[src/hdl/ima_pkg.sv]
`timescale 1ns / 1ps
// types, constants and lookup tables shared by the adpcm decoder modules
package ima_pkg;

    localparam logic [6:0] IDX_MAX = 7'd88;
    localparam logic signed [17:0] PRED_MAX = 18'sd32767;
    localparam logic signed [17:0] PRED_MIN = -18'sd32768;

    typedef struct packed {
        logic       action;
        logic [7:0] code_byte;
    } code_item_t;

    typedef struct packed {
        logic signed [15:0] sample;
        logic               channel;
        logic               last;
    } pcm_item_t;

    typedef enum logic [1:0] {
        OP_CLEAR,
        OP_STEREO,
        OP_MONO
    } op_t;

    typedef struct packed {
        op_t        op;
        logic [3:0] first_code;
        logic [3:0] second_code;
    } q_entry_t;

    typedef struct packed {
        logic     valid;
        q_entry_t entry;
    } q_head_t;

    typedef enum logic {
        PH_FIRST,
        PH_SECOND
    } phase_t;

    function automatic logic [14:0] step_size(input logic [6:0] idx);
        logic [14:0] s;
        begin
            unique case (idx)
                7'd0:  s = 15'd7;
                7'd1:  s = 15'd8;
                7'd2:  s = 15'd9;
                7'd3:  s = 15'd10;
                7'd4:  s = 15'd11;
                7'd5:  s = 15'd12;
                7'd6:  s = 15'd13;
                7'd7:  s = 15'd14;
                7'd8:  s = 15'd16;
                7'd9:  s = 15'd17;
                7'd10: s = 15'd19;
                7'd11: s = 15'd21;
                7'd12: s = 15'd23;
                7'd13: s = 15'd25;
                7'd14: s = 15'd28;
                7'd15: s = 15'd31;
                7'd16: s = 15'd34;
                7'd17: s = 15'd37;
                7'd18: s = 15'd41;
                7'd19: s = 15'd45;
                7'd20: s = 15'd50;
                7'd21: s = 15'd55;
                7'd22: s = 15'd60;
                7'd23: s = 15'd66;
                7'd24: s = 15'd73;
                7'd25: s = 15'd80;
                7'd26: s = 15'd88;
                7'd27: s = 15'd97;
                7'd28: s = 15'd107;
                7'd29: s = 15'd118;
                7'd30: s = 15'd130;
                7'd31: s = 15'd143;
                7'd32: s = 15'd157;
                7'd33: s = 15'd173;
                7'd34: s = 15'd190;
                7'd35: s = 15'd209;
                7'd36: s = 15'd230;
                7'd37: s = 15'd253;
                7'd38: s = 15'd279;
                7'd39: s = 15'd307;
                7'd40: s = 15'd337;
                7'd41: s = 15'd371;
                7'd42: s = 15'd408;
                7'd43: s = 15'd449;
                7'd44: s = 15'd494;
                7'd45: s = 15'd544;
                7'd46: s = 15'd598;
                7'd47: s = 15'd658;
                7'd48: s = 15'd724;
                7'd49: s = 15'd796;
                7'd50: s = 15'd876;
                7'd51: s = 15'd963;
                7'd52: s = 15'd1060;
                7'd53: s = 15'd1166;
                7'd54: s = 15'd1282;
                7'd55: s = 15'd1411;
                7'd56: s = 15'd1552;
                7'd57: s = 15'd1707;
                7'd58: s = 15'd1878;
                7'd59: s = 15'd2066;
                7'd60: s = 15'd2272;
                7'd61: s = 15'd2499;
                7'd62: s = 15'd2749;
                7'd63: s = 15'd3024;
                7'd64: s = 15'd3327;
                7'd65: s = 15'd3660;
                7'd66: s = 15'd4026;
                7'd67: s = 15'd4428;
                7'd68: s = 15'd4871;
                7'd69: s = 15'd5358;
                7'd70: s = 15'd5894;
                7'd71: s = 15'd6484;
                7'd72: s = 15'd7132;
                7'd73: s = 15'd7845;
                7'd74: s = 15'd8630;
                7'd75: s = 15'd9493;
                7'd76: s = 15'd10442;
                7'd77: s = 15'd11487;
                7'd78: s = 15'd12635;
                7'd79: s = 15'd13899;
                7'd80: s = 15'd15289;
                7'd81: s = 15'd16818;
                7'd82: s = 15'd18500;
                7'd83: s = 15'd20350;
                7'd84: s = 15'd22385;
                7'd85: s = 15'd24623;
                7'd86: s = 15'd27086;
                7'd87: s = 15'd29794;
                default: s = 15'd32767;
            endcase
            return s;
        end
    endfunction

    function automatic logic signed [4:0] index_adjust(input logic [3:0] code);
        logic signed [4:0] a;
        begin
            unique case (code[2:0])
                3'd4:    a = 5'sd2;
                3'd5:    a = 5'sd4;
                3'd6:    a = 5'sd6;
                3'd7:    a = 5'sd8;
                default: a = -5'sd1;
            endcase
            return a;
        end
    endfunction

endpackage

[src/hdl/ima_adpcm_decoder.sv]
`timescale 1ns / 1ps
// a byte is queued, then its two samples are registered in turn in the output register
// a single nibble decoder serves both codes in turn; the next byte waits for both
// a clear transaction takes the decoder's turn and produces no sample
// the queue holds QUEUE_DEPTH transactions and takes input while output stalls, until full
// reset clears the mode register, all predictors and step indices, and the queue
module ima_adpcm_decoder
    import ima_pkg::*;
#(
    parameter int QUEUE_DEPTH = 2
)
(
    input  logic       clk,
    input  logic       rst_n,
    input  logic       cfg_write,
    input  logic       cfg_data,
    input  logic       code_valid,
    output logic       code_stall,
    input  code_item_t code_data,
    output logic       pcm_valid,
    input  logic       pcm_stall,
    output pcm_item_t  pcm_data
);

    logic    stereo_mode_reg;
    q_head_t head;
    logic    pop;

    always_ff @(posedge clk or negedge rst_n)
    begin
        if (!rst_n)
        begin
            stereo_mode_reg <= 1'b0;
        end
        else if (cfg_write)
        begin
            stereo_mode_reg <= cfg_data;
        end
    end

    ima_front #(
        .DEPTH (QUEUE_DEPTH)
    ) u_front (
        .clk         (clk),
        .rst_n       (rst_n),
        .stereo_mode (stereo_mode_reg),
        .code_valid  (code_valid),
        .code_stall  (code_stall),
        .code_data   (code_data),
        .head        (head),
        .pop         (pop)
    );

    ima_back u_back (
        .clk       (clk),
        .rst_n     (rst_n),
        .head      (head),
        .pop       (pop),
        .pcm_valid (pcm_valid),
        .pcm_stall (pcm_stall),
        .pcm_data  (pcm_data)
    );

endmodule

[src/hdl/ima_front.sv]
`timescale 1ns / 1ps
// front end: accepts transactions, classifies them and queues them for the back end
module ima_front
    import ima_pkg::*;
#(
    parameter int DEPTH = 2
)
(
    input  logic       clk,
    input  logic       rst_n,
    input  logic       stereo_mode,
    input  logic       code_valid,
    output logic       code_stall,
    input  code_item_t code_data,
    output q_head_t    head,
    input  logic       pop
);

    localparam int PTR_W = (DEPTH > 1) ? $clog2(DEPTH) : 1;
    localparam int CNT_W = $clog2(DEPTH + 1);
    localparam logic [PTR_W-1:0] PTR_LAST = PTR_W'(DEPTH - 1);
    localparam logic [CNT_W-1:0] CNT_FULL = CNT_W'(DEPTH);

    q_entry_t         slot_reg [DEPTH];
    logic [PTR_W-1:0] wr_ptr_reg, wr_ptr_next;
    logic [PTR_W-1:0] rd_ptr_reg, rd_ptr_next;
    logic [CNT_W-1:0] count_reg, count_next;
    q_entry_t         new_entry;
    logic             push;

    assign code_stall = (count_reg == CNT_FULL);
    assign push       = code_valid && !code_stall;

    always_comb
    begin
        if (code_data.action)
        begin
            new_entry.op = OP_CLEAR;
        end
        else if (stereo_mode)
        begin
            new_entry.op = OP_STEREO;
        end
        else
        begin
            new_entry.op = OP_MONO;
        end
        if (stereo_mode)
        begin
            new_entry.first_code  = code_data.code_byte[3:0];
            new_entry.second_code = code_data.code_byte[7:4];
        end
        else
        begin
            new_entry.first_code  = code_data.code_byte[7:4];
            new_entry.second_code = code_data.code_byte[3:0];
        end
    end

    always_comb
    begin
        wr_ptr_next = wr_ptr_reg;
        rd_ptr_next = rd_ptr_reg;
        count_next  = count_reg;
        if (push)
        begin
            wr_ptr_next = (wr_ptr_reg == PTR_LAST) ? '0 : wr_ptr_reg + 1'b1;
        end
        if (pop)
        begin
            rd_ptr_next = (rd_ptr_reg == PTR_LAST) ? '0 : rd_ptr_reg + 1'b1;
        end
        if (push && !pop)
        begin
            count_next = count_reg + 1'b1;
        end
        else if (pop && !push)
        begin
            count_next = count_reg - 1'b1;
        end
    end

    always_ff @(posedge clk or negedge rst_n)
    begin
        if (!rst_n)
        begin
            wr_ptr_reg <= '0;
            rd_ptr_reg <= '0;
            count_reg  <= '0;
        end
        else
        begin
            wr_ptr_reg <= wr_ptr_next;
            rd_ptr_reg <= rd_ptr_next;
            count_reg  <= count_next;
        end
    end

    always_ff @(posedge clk)
    begin
        if (push)
        begin
            slot_reg[wr_ptr_reg] <= new_entry;
        end
    end

    assign head.valid = (count_reg != '0);
    assign head.entry = slot_reg[rd_ptr_reg];

    a_count_bound: assert property (@(posedge clk) disable iff (!rst_n)
        count_reg <= CNT_FULL)
        else $error("queue count beyond depth");

    a_pop_nonempty: assert property (@(posedge clk) disable iff (!rst_n)
        pop |-> count_reg != '0)
        else $error("pop from empty queue");

    a_push_only: assert property (@(posedge clk) disable iff (!rst_n)
        push && !pop |=> count_reg == $past(count_reg) + 1'b1)
        else $error("queue count did not grow on push");

endmodule

[src/hdl/ima_back.sv]
`timescale 1ns / 1ps
// back end: applies clears, decodes via the nibble decoder into the output register
module ima_back
    import ima_pkg::*;
(
    input  logic      clk,
    input  logic      rst_n,
    input  q_head_t   head,
    output logic      pop,
    output logic      pcm_valid,
    input  logic      pcm_stall,
    output pcm_item_t pcm_data
);

    phase_t             phase_reg, phase_next;
    logic [6:0]         st_idx_reg [2];
    logic signed [15:0] st_pred_reg [2];
    logic [6:0]         mono_idx_reg;
    logic signed [15:0] mono_pred_reg;
    logic               pcm_valid_reg, pcm_valid_next;
    pcm_item_t          pcm_data_reg;

    logic               out_free;
    logic               exec_clear;
    logic               exec_dec;
    logic               is_stereo;
    logic               ch;
    logic [3:0]         code;
    logic [6:0]         cur_idx;
    logic [6:0]         idx_clamp;
    logic signed [15:0] cur_pred;
    logic [14:0]        step;
    logic signed [7:0]  ni;
    logic [6:0]         new_idx;
    logic [16:0]        diff;
    logic signed [17:0] p;
    logic signed [15:0] new_pred;

    assign out_free   = !pcm_valid_reg || !pcm_stall;
    assign exec_clear = head.valid && (head.entry.op == OP_CLEAR);
    assign exec_dec   = head.valid && (head.entry.op != OP_CLEAR) && out_free;
    assign is_stereo  = (head.entry.op == OP_STEREO);

    always_comb
    begin
        phase_next = phase_reg;
        pop        = exec_clear;
        unique case (phase_reg)
            PH_FIRST:
            begin
                if (exec_dec)
                begin
                    phase_next = PH_SECOND;
                end
            end
            PH_SECOND:
            begin
                if (exec_dec)
                begin
                    phase_next = PH_FIRST;
                    pop        = 1'b1;
                end
            end
            default:
            begin
                phase_next = PH_FIRST;
            end
        endcase
    end

    always_ff @(posedge clk or negedge rst_n)
    begin
        if (!rst_n)
        begin
            phase_reg <= PH_FIRST;
        end
        else
        begin
            phase_reg <= phase_next;
        end
    end

    // nibble decode datapath
    always_comb
    begin
        code     = (phase_reg == PH_FIRST) ? head.entry.first_code : head.entry.second_code;
        ch       = is_stereo && (phase_reg == PH_SECOND);
        cur_idx  = is_stereo ? st_idx_reg[ch] : mono_idx_reg;
        cur_pred = is_stereo ? st_pred_reg[ch] : mono_pred_reg;

        idx_clamp = (cur_idx > IDX_MAX) ? IDX_MAX : cur_idx;
        step      = step_size(idx_clamp);

        ni = $signed({1'b0, idx_clamp}) + 8'(index_adjust(code));
        if (ni < 0)
        begin
            new_idx = '0;
        end
        else if (ni > $signed({1'b0, IDX_MAX}))
        begin
            new_idx = IDX_MAX;
        end
        else
        begin
            new_idx = ni[6:0];
        end

        diff = 17'(step >> 3);
        if (code[2])
        begin
            diff = diff + 17'(step);
        end
        if (code[1])
        begin
            diff = diff + 17'(step >> 1);
        end
        if (code[0])
        begin
            diff = diff + 17'(step >> 2);
        end

        if (code[3])
        begin
            p = 18'(cur_pred) - $signed({1'b0, diff});
        end
        else
        begin
            p = 18'(cur_pred) + $signed({1'b0, diff});
        end

        if (p > PRED_MAX)
        begin
            new_pred = PRED_MAX[15:0];
        end
        else if (p < PRED_MIN)
        begin
            new_pred = PRED_MIN[15:0];
        end
        else
        begin
            new_pred = p[15:0];
        end
    end

    always_ff @(posedge clk or negedge rst_n)
    begin
        if (!rst_n)
        begin
            st_idx_reg[0]  <= '0;
            st_idx_reg[1]  <= '0;
            st_pred_reg[0] <= '0;
            st_pred_reg[1] <= '0;
            mono_idx_reg   <= '0;
            mono_pred_reg  <= '0;
        end
        else if (exec_clear)
        begin
            st_idx_reg[0]  <= '0;
            st_idx_reg[1]  <= '0;
            st_pred_reg[0] <= '0;
            st_pred_reg[1] <= '0;
        end
        else if (exec_dec)
        begin
            if (is_stereo)
            begin
                st_idx_reg[ch]  <= new_idx;
                st_pred_reg[ch] <= new_pred;
            end
            else
            begin
                mono_idx_reg  <= new_idx;
                mono_pred_reg <= new_pred;
            end
        end
    end

    // output register
    always_comb
    begin
        if (exec_dec)
        begin
            pcm_valid_next = 1'b1;
        end
        else if (out_free)
        begin
            pcm_valid_next = 1'b0;
        end
        else
        begin
            pcm_valid_next = pcm_valid_reg;
        end
    end

    always_ff @(posedge clk or negedge rst_n)
    begin
        if (!rst_n)
        begin
            pcm_valid_reg <= 1'b0;
        end
        else
        begin
            pcm_valid_reg <= pcm_valid_next;
        end
    end

    always_ff @(posedge clk)
    begin
        if (exec_dec)
        begin
            pcm_data_reg.sample  <= new_pred;
            pcm_data_reg.channel <= ch;
            pcm_data_reg.last    <= (phase_reg == PH_SECOND);
        end
    end

    assign pcm_valid = pcm_valid_reg;
    assign pcm_data  = pcm_data_reg;

    a_clear_zeroes: assert property (@(posedge clk) disable iff (!rst_n)
        exec_clear |=> st_pred_reg[0] == '0 && st_pred_reg[1] == '0
                       && st_idx_reg[0] == '0 && st_idx_reg[1] == '0)
        else $error("clear did not zero stereo state");

    a_idx_range: assert property (@(posedge clk) disable iff (!rst_n)
        st_idx_reg[0] <= IDX_MAX && st_idx_reg[1] <= IDX_MAX && mono_idx_reg <= IDX_MAX)
        else $error("step index out of range");

    a_mid_byte_head: assert property (@(posedge clk) disable iff (!rst_n)
        phase_reg == PH_SECOND |-> head.valid && head.entry.op != OP_CLEAR)
        else $error("queue head changed in the middle of a byte");

    a_second_last: assert property (@(posedge clk) disable iff (!rst_n)
        exec_dec && phase_reg == PH_SECOND |=> pcm_valid_reg && pcm_data_reg.last)
        else $error("second sample not flagged last");

endmodule
[config.mk]
export PLATFORM = sky130hd
export DESIGN_NAME = ima_adpcm_decoder
export DESIGN_NICKNAME = d
export VERILOG_FILES = /design/src/hdl/ima_pkg.sv /design/src/hdl/ima_adpcm_decoder.sv /design/src/hdl/ima_front.sv /design/src/hdl/ima_back.sv
export SDC_FILE = /design/constraint.sdc
export NUM_CORES = 1
export LEC_CHECK = 0
export ABC_AREA = 1
export CORE_MARGIN = 1
export CORE_UTILIZATION = 45
export CTS_BUF_LIST = sky130_fd_sc_hd__clkbuf_4 sky130_fd_sc_hd__clkbuf_8 sky130_fd_sc_hd__clkbuf_16
export DETAILED_ROUTE_END_ITERATION = 7
export DONT_BUFFER_PORTS = 1
export PLACE_DENSITY = 0.7
export SETUP_SLACK_MARGIN = 0.2
export SLEW_MARGIN = 20
export SYNTH_ARGS = -nofsm -noshare
export SYNTH_HDL_FRONTEND = slang
export SYNTH_HIERARCHICAL = 1
export SYNTH_SLANG_ARGS = --single-unit
[constraint.sdc]
create_clock -name clk -period 8.3 [get_ports clk]
set_input_delay 1.66 -clock clk [delete_from_list [all_inputs] [get_ports clk]]
set_output_delay 1.66 -clock clk [all_outputs]
set_load 0.02 [all_outputs]
# --- Yosys cells after proc, flatten, opt, wreduce, memory -nomap -nowiden ---
# Memories as Yosys holds them, arrays and structs flattened.
# Cells that the tools add are included.
totals:
  latchBits: 0
  reg_bits: 94
  memories: 2
  output_inout_bits: 20
  mem_bits_rw: 20
  romBits: 1920
mem_list:
  columns: ["memory", "words", "width", "read_ports", "rd_clocked_by_memory_dff", "write_ports", "line", "source"]
  rows:
  - ["(name not given)", 128, 15, 1, 0, 0, "ima_pkg.sv:45", "unique case (idx)"]
  - ["u_front.slot_reg", 2, 10, 1, 0, 1, "ima_front.sv:24", "q_entry_t slot_reg [DEPTH];"]
op_classes:
  magnitude_cmp: 7
  n_mux: 47
  n_bitwise: 4
  div: 0
  n_reduce_logical: 23
  addsub: 10
  n_shift: 0
  eq_ne: 6
  mul: 0
op_table:
  columns: ["op", "count"]
  rows:
  - ["$mux 16", 7]
  - ["$mux 32", 3]
  - ["$mux 7", 8]
  - ["$mux 17", 3]
  - ["$mux 14", 3]
  - ["$bwmux 32", 1]
  - ["$pmux 5 s4", 1]
  - ["$add 16x18->18", 1]
  - ["$gt 18x16->1 const B", 1]
  - ["$lt 18x16->1 const B", 1]
  - ["$mux 18", 1]
  - ["$sub 16x18->18", 1]
  - ["$add 17x13->17", 1]
  - ["$add 17x14->17", 1]
  - ["$add 12x15->16", 1]
  - ["$demux 16 s1", 1]
  - ["$bwmux 14", 1]
  - ["$eq 3x3->1 const B", 4]
  - ["$reduce_bool 2->1", 6]
  - ["$mux 1", 10]
  - ["$add 8x5->8", 1]
  - ["$gt 8x8->1 const B", 1]
  - ["$logic_and 1x1->1", 8]
  - ["$lt 8x1->1 const B", 1]
  - ["20 further kinds", 30]

# --- Depth between registers and ports, before layout ---
# An unclocked memory read counts as a cell.
depth:
  word_depth: 26
  ltp_mapped: 75
  depth_no_buf: 72

# --- By module ---
# Netlist, hierarchy kept.
modules_own_cells:
  columns: ["module", "area_per_inst_um2", "n_inst", "seq_area_each_um2", "cells_each"]
  rows:
  - ["ima_back", 9490.4, 1, 2317.2, 1485]
  - ["ima_front", 1084.8, 1, 700.7, 84]
  - ["ima_adpcm_decoder", 40.0, 1, 25.0, 5]

# --- Least setup slack after synthesis ---
# No wires, ideal clock.
synth_path:
  kind: "register -> register"
  from: "register u_front.rd_ptr_reg"
  to: "register u_back.pcm_data_reg, in the netlist u_back/pcm_data[13] (data pin)"
  slack_ps: -729
  synth_period_minus_slack_ps: 9029
  path_stages_with_launch: 60
  setup_time_ps: 258
  t_arrival_ps: 8771
  cell_sequence: "dfrtp_1 buf_6 mux2_4 inv_1 nor2_2 buf_6 nand3_1 nand2_2 nand2_2 nand2_2 nand2_4 nand2_2 inv_1 ha_1 inv_1 o211ai_1 inv_1 a21oi_1 [24 not listed] nand4_1 o221ai_1 a21oi_1 o21bai_1 a21oi_1 o21bai_1 a21o_1 a21oi_1 o21ai_0 a21oi_1 o21bai_1 xnor2_1 inv_1 nand2_1 nand2_2 nand2_4 buf_12 nand2_4"
synth_lines:
  columns: ["item", "line", "source"]
  rows:
  - ["start: declaration", "ima_front.sv:26", "logic [PTR_W-1:0] rd_ptr_reg, rd_ptr_next;"]
  - ["start signal: assignment", "ima_front.sv:94", "rd_ptr_reg <= rd_ptr_next;"]
  - ["end: declaration", "ima_back.sv:21", "pcm_item_t pcm_data_reg;"]

==> flow_metrics.env <==
export IMPL_num_rows=55
export IMPL_syn_instance_count=1574
export IMPL_crit_required_ns=8.59
export IMPL_cts_sinks=114
export IMPL_grt_ovfl_total=0
export IMPL_largest_reg_flops=32
export IMPL_diodes=0
export IMPL_hold_viol_final=0
export IMPL_netlist_cell_type_count=56
export IMPL_grt_max_degree=77
export IMPL_worstRegToRegCells=65
export IMPL_crit_slowest_cell="dfrtp_1"
export IMPL_cp_max_fo=8
export IMPL_timing_hold_ws_ns=0.475
export IMPL_ys_top_cells_by_area="nand2_1 (19%), dfrtp_1 (18%), edfxtp_1 (11%)"
export IMPL_fin_cells=2261
export IMPL_cpPeakStageDelay_ns=0.41
export IMPL_startpoint_type="flip-flop"
export IMPL_start_util_pct=46.3
export IMPL_clock_skew_ns=0.0106
export IMPL_layout_drive_gt1_share_pct=35.6
export IMPL_final_nets=2026
export IMPL_gp_congestion=1.03
export IMPL_ys_flop_type="dfrtp_1"
export IMPL_rsz0062_at_grt="yes"
export IMPL_first_pass_iters=6
export IMPL_min_path_type="flip-flop to flip-flop"
export IMPL_cp_arrival_ns=9.64
export IMPL_numCtsBuffers=17
export IMPL_synth_area_mm2=0.0106
export IMPL_io_pins=35
export IMPL_max_freq_mhz=107
export IMPL_grt_antenna_before_repair=0
export IMPL_async_flop_share_pct=66.7
export IMPL_drtIter0Drc=983
export IMPL_worst_slew_pin_slew_ns=1.04
export IMPL_cts_root_buf="clkbuf_16"
export IMPL_fin_crit_sh_pct=113
export IMPL_layout_commonest_cell="nand2_1"
export IMPL_port_buffers=0
export IMPL_wire_per_inst_um=16.4
export IMPL_max_cap_violations=0
export IMPL_yosysTopAreaCellShare_pct=19.2
export IMPL_dieArea_mm2=0.0242
export IMPL_cts_hold_fix_buffers=0
export IMPL_endpoint_kind="flip-flop"
export IMPL_cts_tree="built"
export IMPL_grt_pass1_wl_um=57200
export IMPL_min_period_ns=9.35
export IMPL_area_growth_synth_to_final_pct=46.0
export IMPL_slew_headroom_pct=30.4
export IMPL_clock_latency_ns=0.42
export IMPL_num_fill_cells=1806
export IMPL_core_area_mm2=0.0229
export IMPL_fp_dieW_um=156
export IMPL_dp_hpwl_um=25700
export IMPL_setup_violations=64
export IMPL_syn_nets=1665
export IMPL_critical_path_class="flip-flop to flip-flop"
export IMPL_worst_path_buf_inv=14
export IMPL_crit_family="compound AO/OA/AOI/OAI gates"
export IMPL_status="finished, violations left"
export IMPL_final_cell_mix="nand2_1 (471), buf_4 (366), inv_1 (162)"
export IMPL_cts_buffer_depth=2
export IMPL_vias_per_cell=5.40
export IMPL_cts_clk_slew_worst_paths_ns=0.06
export IMPL_fin_ws_ns=-1.05
export IMPL_seq_area_frac_synth_pct=28.7
export IMPL_synth_edff_count=38
export IMPL_route_antenna_remaining_nets=0
export IMPL_htree_num_levels=4
export IMPL_die_y_um=156
export IMPL_whs_path_depth=2
export IMPL_critical_path_depth=65
export IMPL_grt_pass1_vias=11844
export IMPL_synth_top_area_cell="nand2_1"
export IMPL_vias=12219
export IMPL_yosysWarnings=6
export IMPL_drc=0
export IMPL_synth_avg_cell_area_um2=6.74
export IMPL_drv_slew=0
export IMPL_violations="negative setup slack"
export IMPL_placed_cells=2147
export IMPL_grt_util_all_layers_pct=29.6
export IMPL_ys_ff_latch=114
export IMPL_totalWireLength_um=37100
through the flow:
stage / util (%) / instance area (µm²) / TNS [ns] / setup WS [ns]
after CTS: 64.5 / 14800 / -34.30 / -0.602
after floorplan: - / 11000 / -1.30 / -0.0650
after global placement: 58.8 / 13500 / -47.07 / -0.784
after global routing: 67.6 / 15500 / -96.00 / -1.56
after detailed placement: 58.8 / 13500 / -53.80 / -0.903
final: 67.6 / 15500 / -61.82 / -1.05
worst reg2reg max path: cells and delay by family, from the launching register on:
kind                     cells  cell delay [ns]
AO/OA/AOI/OAI               17             2.87
XOR/XNOR                     3             0.46
adder cells (fa/ha/maj)      5             1.26
buffers and inverters       14             1.24
flip-flops                   1             0.41
multiplexers                 1             0.23
AND/OR/NAND/NOR             25             2.70
area by class of cell:
type                            instances  area (µm²)  area share (%)
Clock buffer                           18         433            2.79
Clock inverter                         14         140           0.904
Inverter                              192         756            4.88
Multi-Input combinational cell       1224        7720            49.8
Sequential cell                       114        3040            19.6
Tap cell                              313         392            2.53
Timing Repair Buffer                  386        3020            19.5
synthesized netlist by cell type (3+ instances only):
cell type / n
nand2_1: 543
inv_1: 180
nand3_1: 118
a21oi_1: 95
nor2_1: 95
dfrtp_1: 76
ha_1: 72
o21ai_0: 68
edfxtp_1: 38
xor2_1: 31
xnor2_1: 21
clkbuf_1: 18
o22ai_1: 17
nand2_2: 16
nand4_1: 16
nand2_4: 15
a31oi_1: 13
buf_2: 13
or2_2: 13
mux2_4: 9
inv_2: 8
nor3_1: 8
o21ai_1: 8
o211ai_1: 7
o21bai_1: 7
buf_6: 6
nand3b_1: 6
nor2_2: 6
and2_1: 5
buf_1: 4
fa_1: 4
a211oi_1: 3
clkinv_1: 3
nand3_2: 3
o221ai_1: 3
per-layer routing:
| metal | up-vias | part of all wire (%) | track usage, % | wire length [µm] |
|---|---|---|---|---|
| li1 | 5848 | - | - | - |
| met1 | 5735 | 41 | 35.7 | 15200 |
| met2 | 506 | 50 | 52.9 | 18500 |
| met3 | 130 | 5.4 | 4.06 | 1990 |
| met4 | 0 | 3.9 | 12.0 | 1460 |
| met5 | - | 0 | 0 | 0 |
logic make-up (layout without fill, tap and decap cells):
group,Yosys count,in the layout,synth area share (%)
and+or+nand+nor,848,849,34.5
AOI/OAI and AO/OA,237,237,12.6
buffers and inverters,237,610,9.31
DFF,114,114,28.7
adders and majority gates,76,76,9.24
xor gates and xnor gates,52,52,4.29
muxes,10,10,1.38
repair_timing:
action	CTS	global route
setup buffers	56	25
pin swaps	65	82
resized for setup	90	124
setup endpoints to repair	64	64
gates cloned	1	0
path summary, 6_finish.rpt:
kind | slack (ns) | start | endpoint
max | -1.05 | u_front/rd_ptr_reg | u_back/st_pred_reg[30]
min | 0.47 | u_front/count_reg[1] | u_front/count_reg[1]
max reg2reg | -1.05 | u_front/rd_ptr_reg | u_back/st_pred_reg[30]
min reg2reg | 0.47 | u_front/count_reg[1] | u_front/count_reg[1]
max in group asynchronous | 7.20 | rst_n | u_back/mono_idx_reg[1]
min in group asynchronous | 0.94 | rst_n | u_back/st_pred_reg[10]
Power is left out: the tool's default activity adds up to more than one toggle a clock period on the data nets, which glitch-free logic cannot reach.
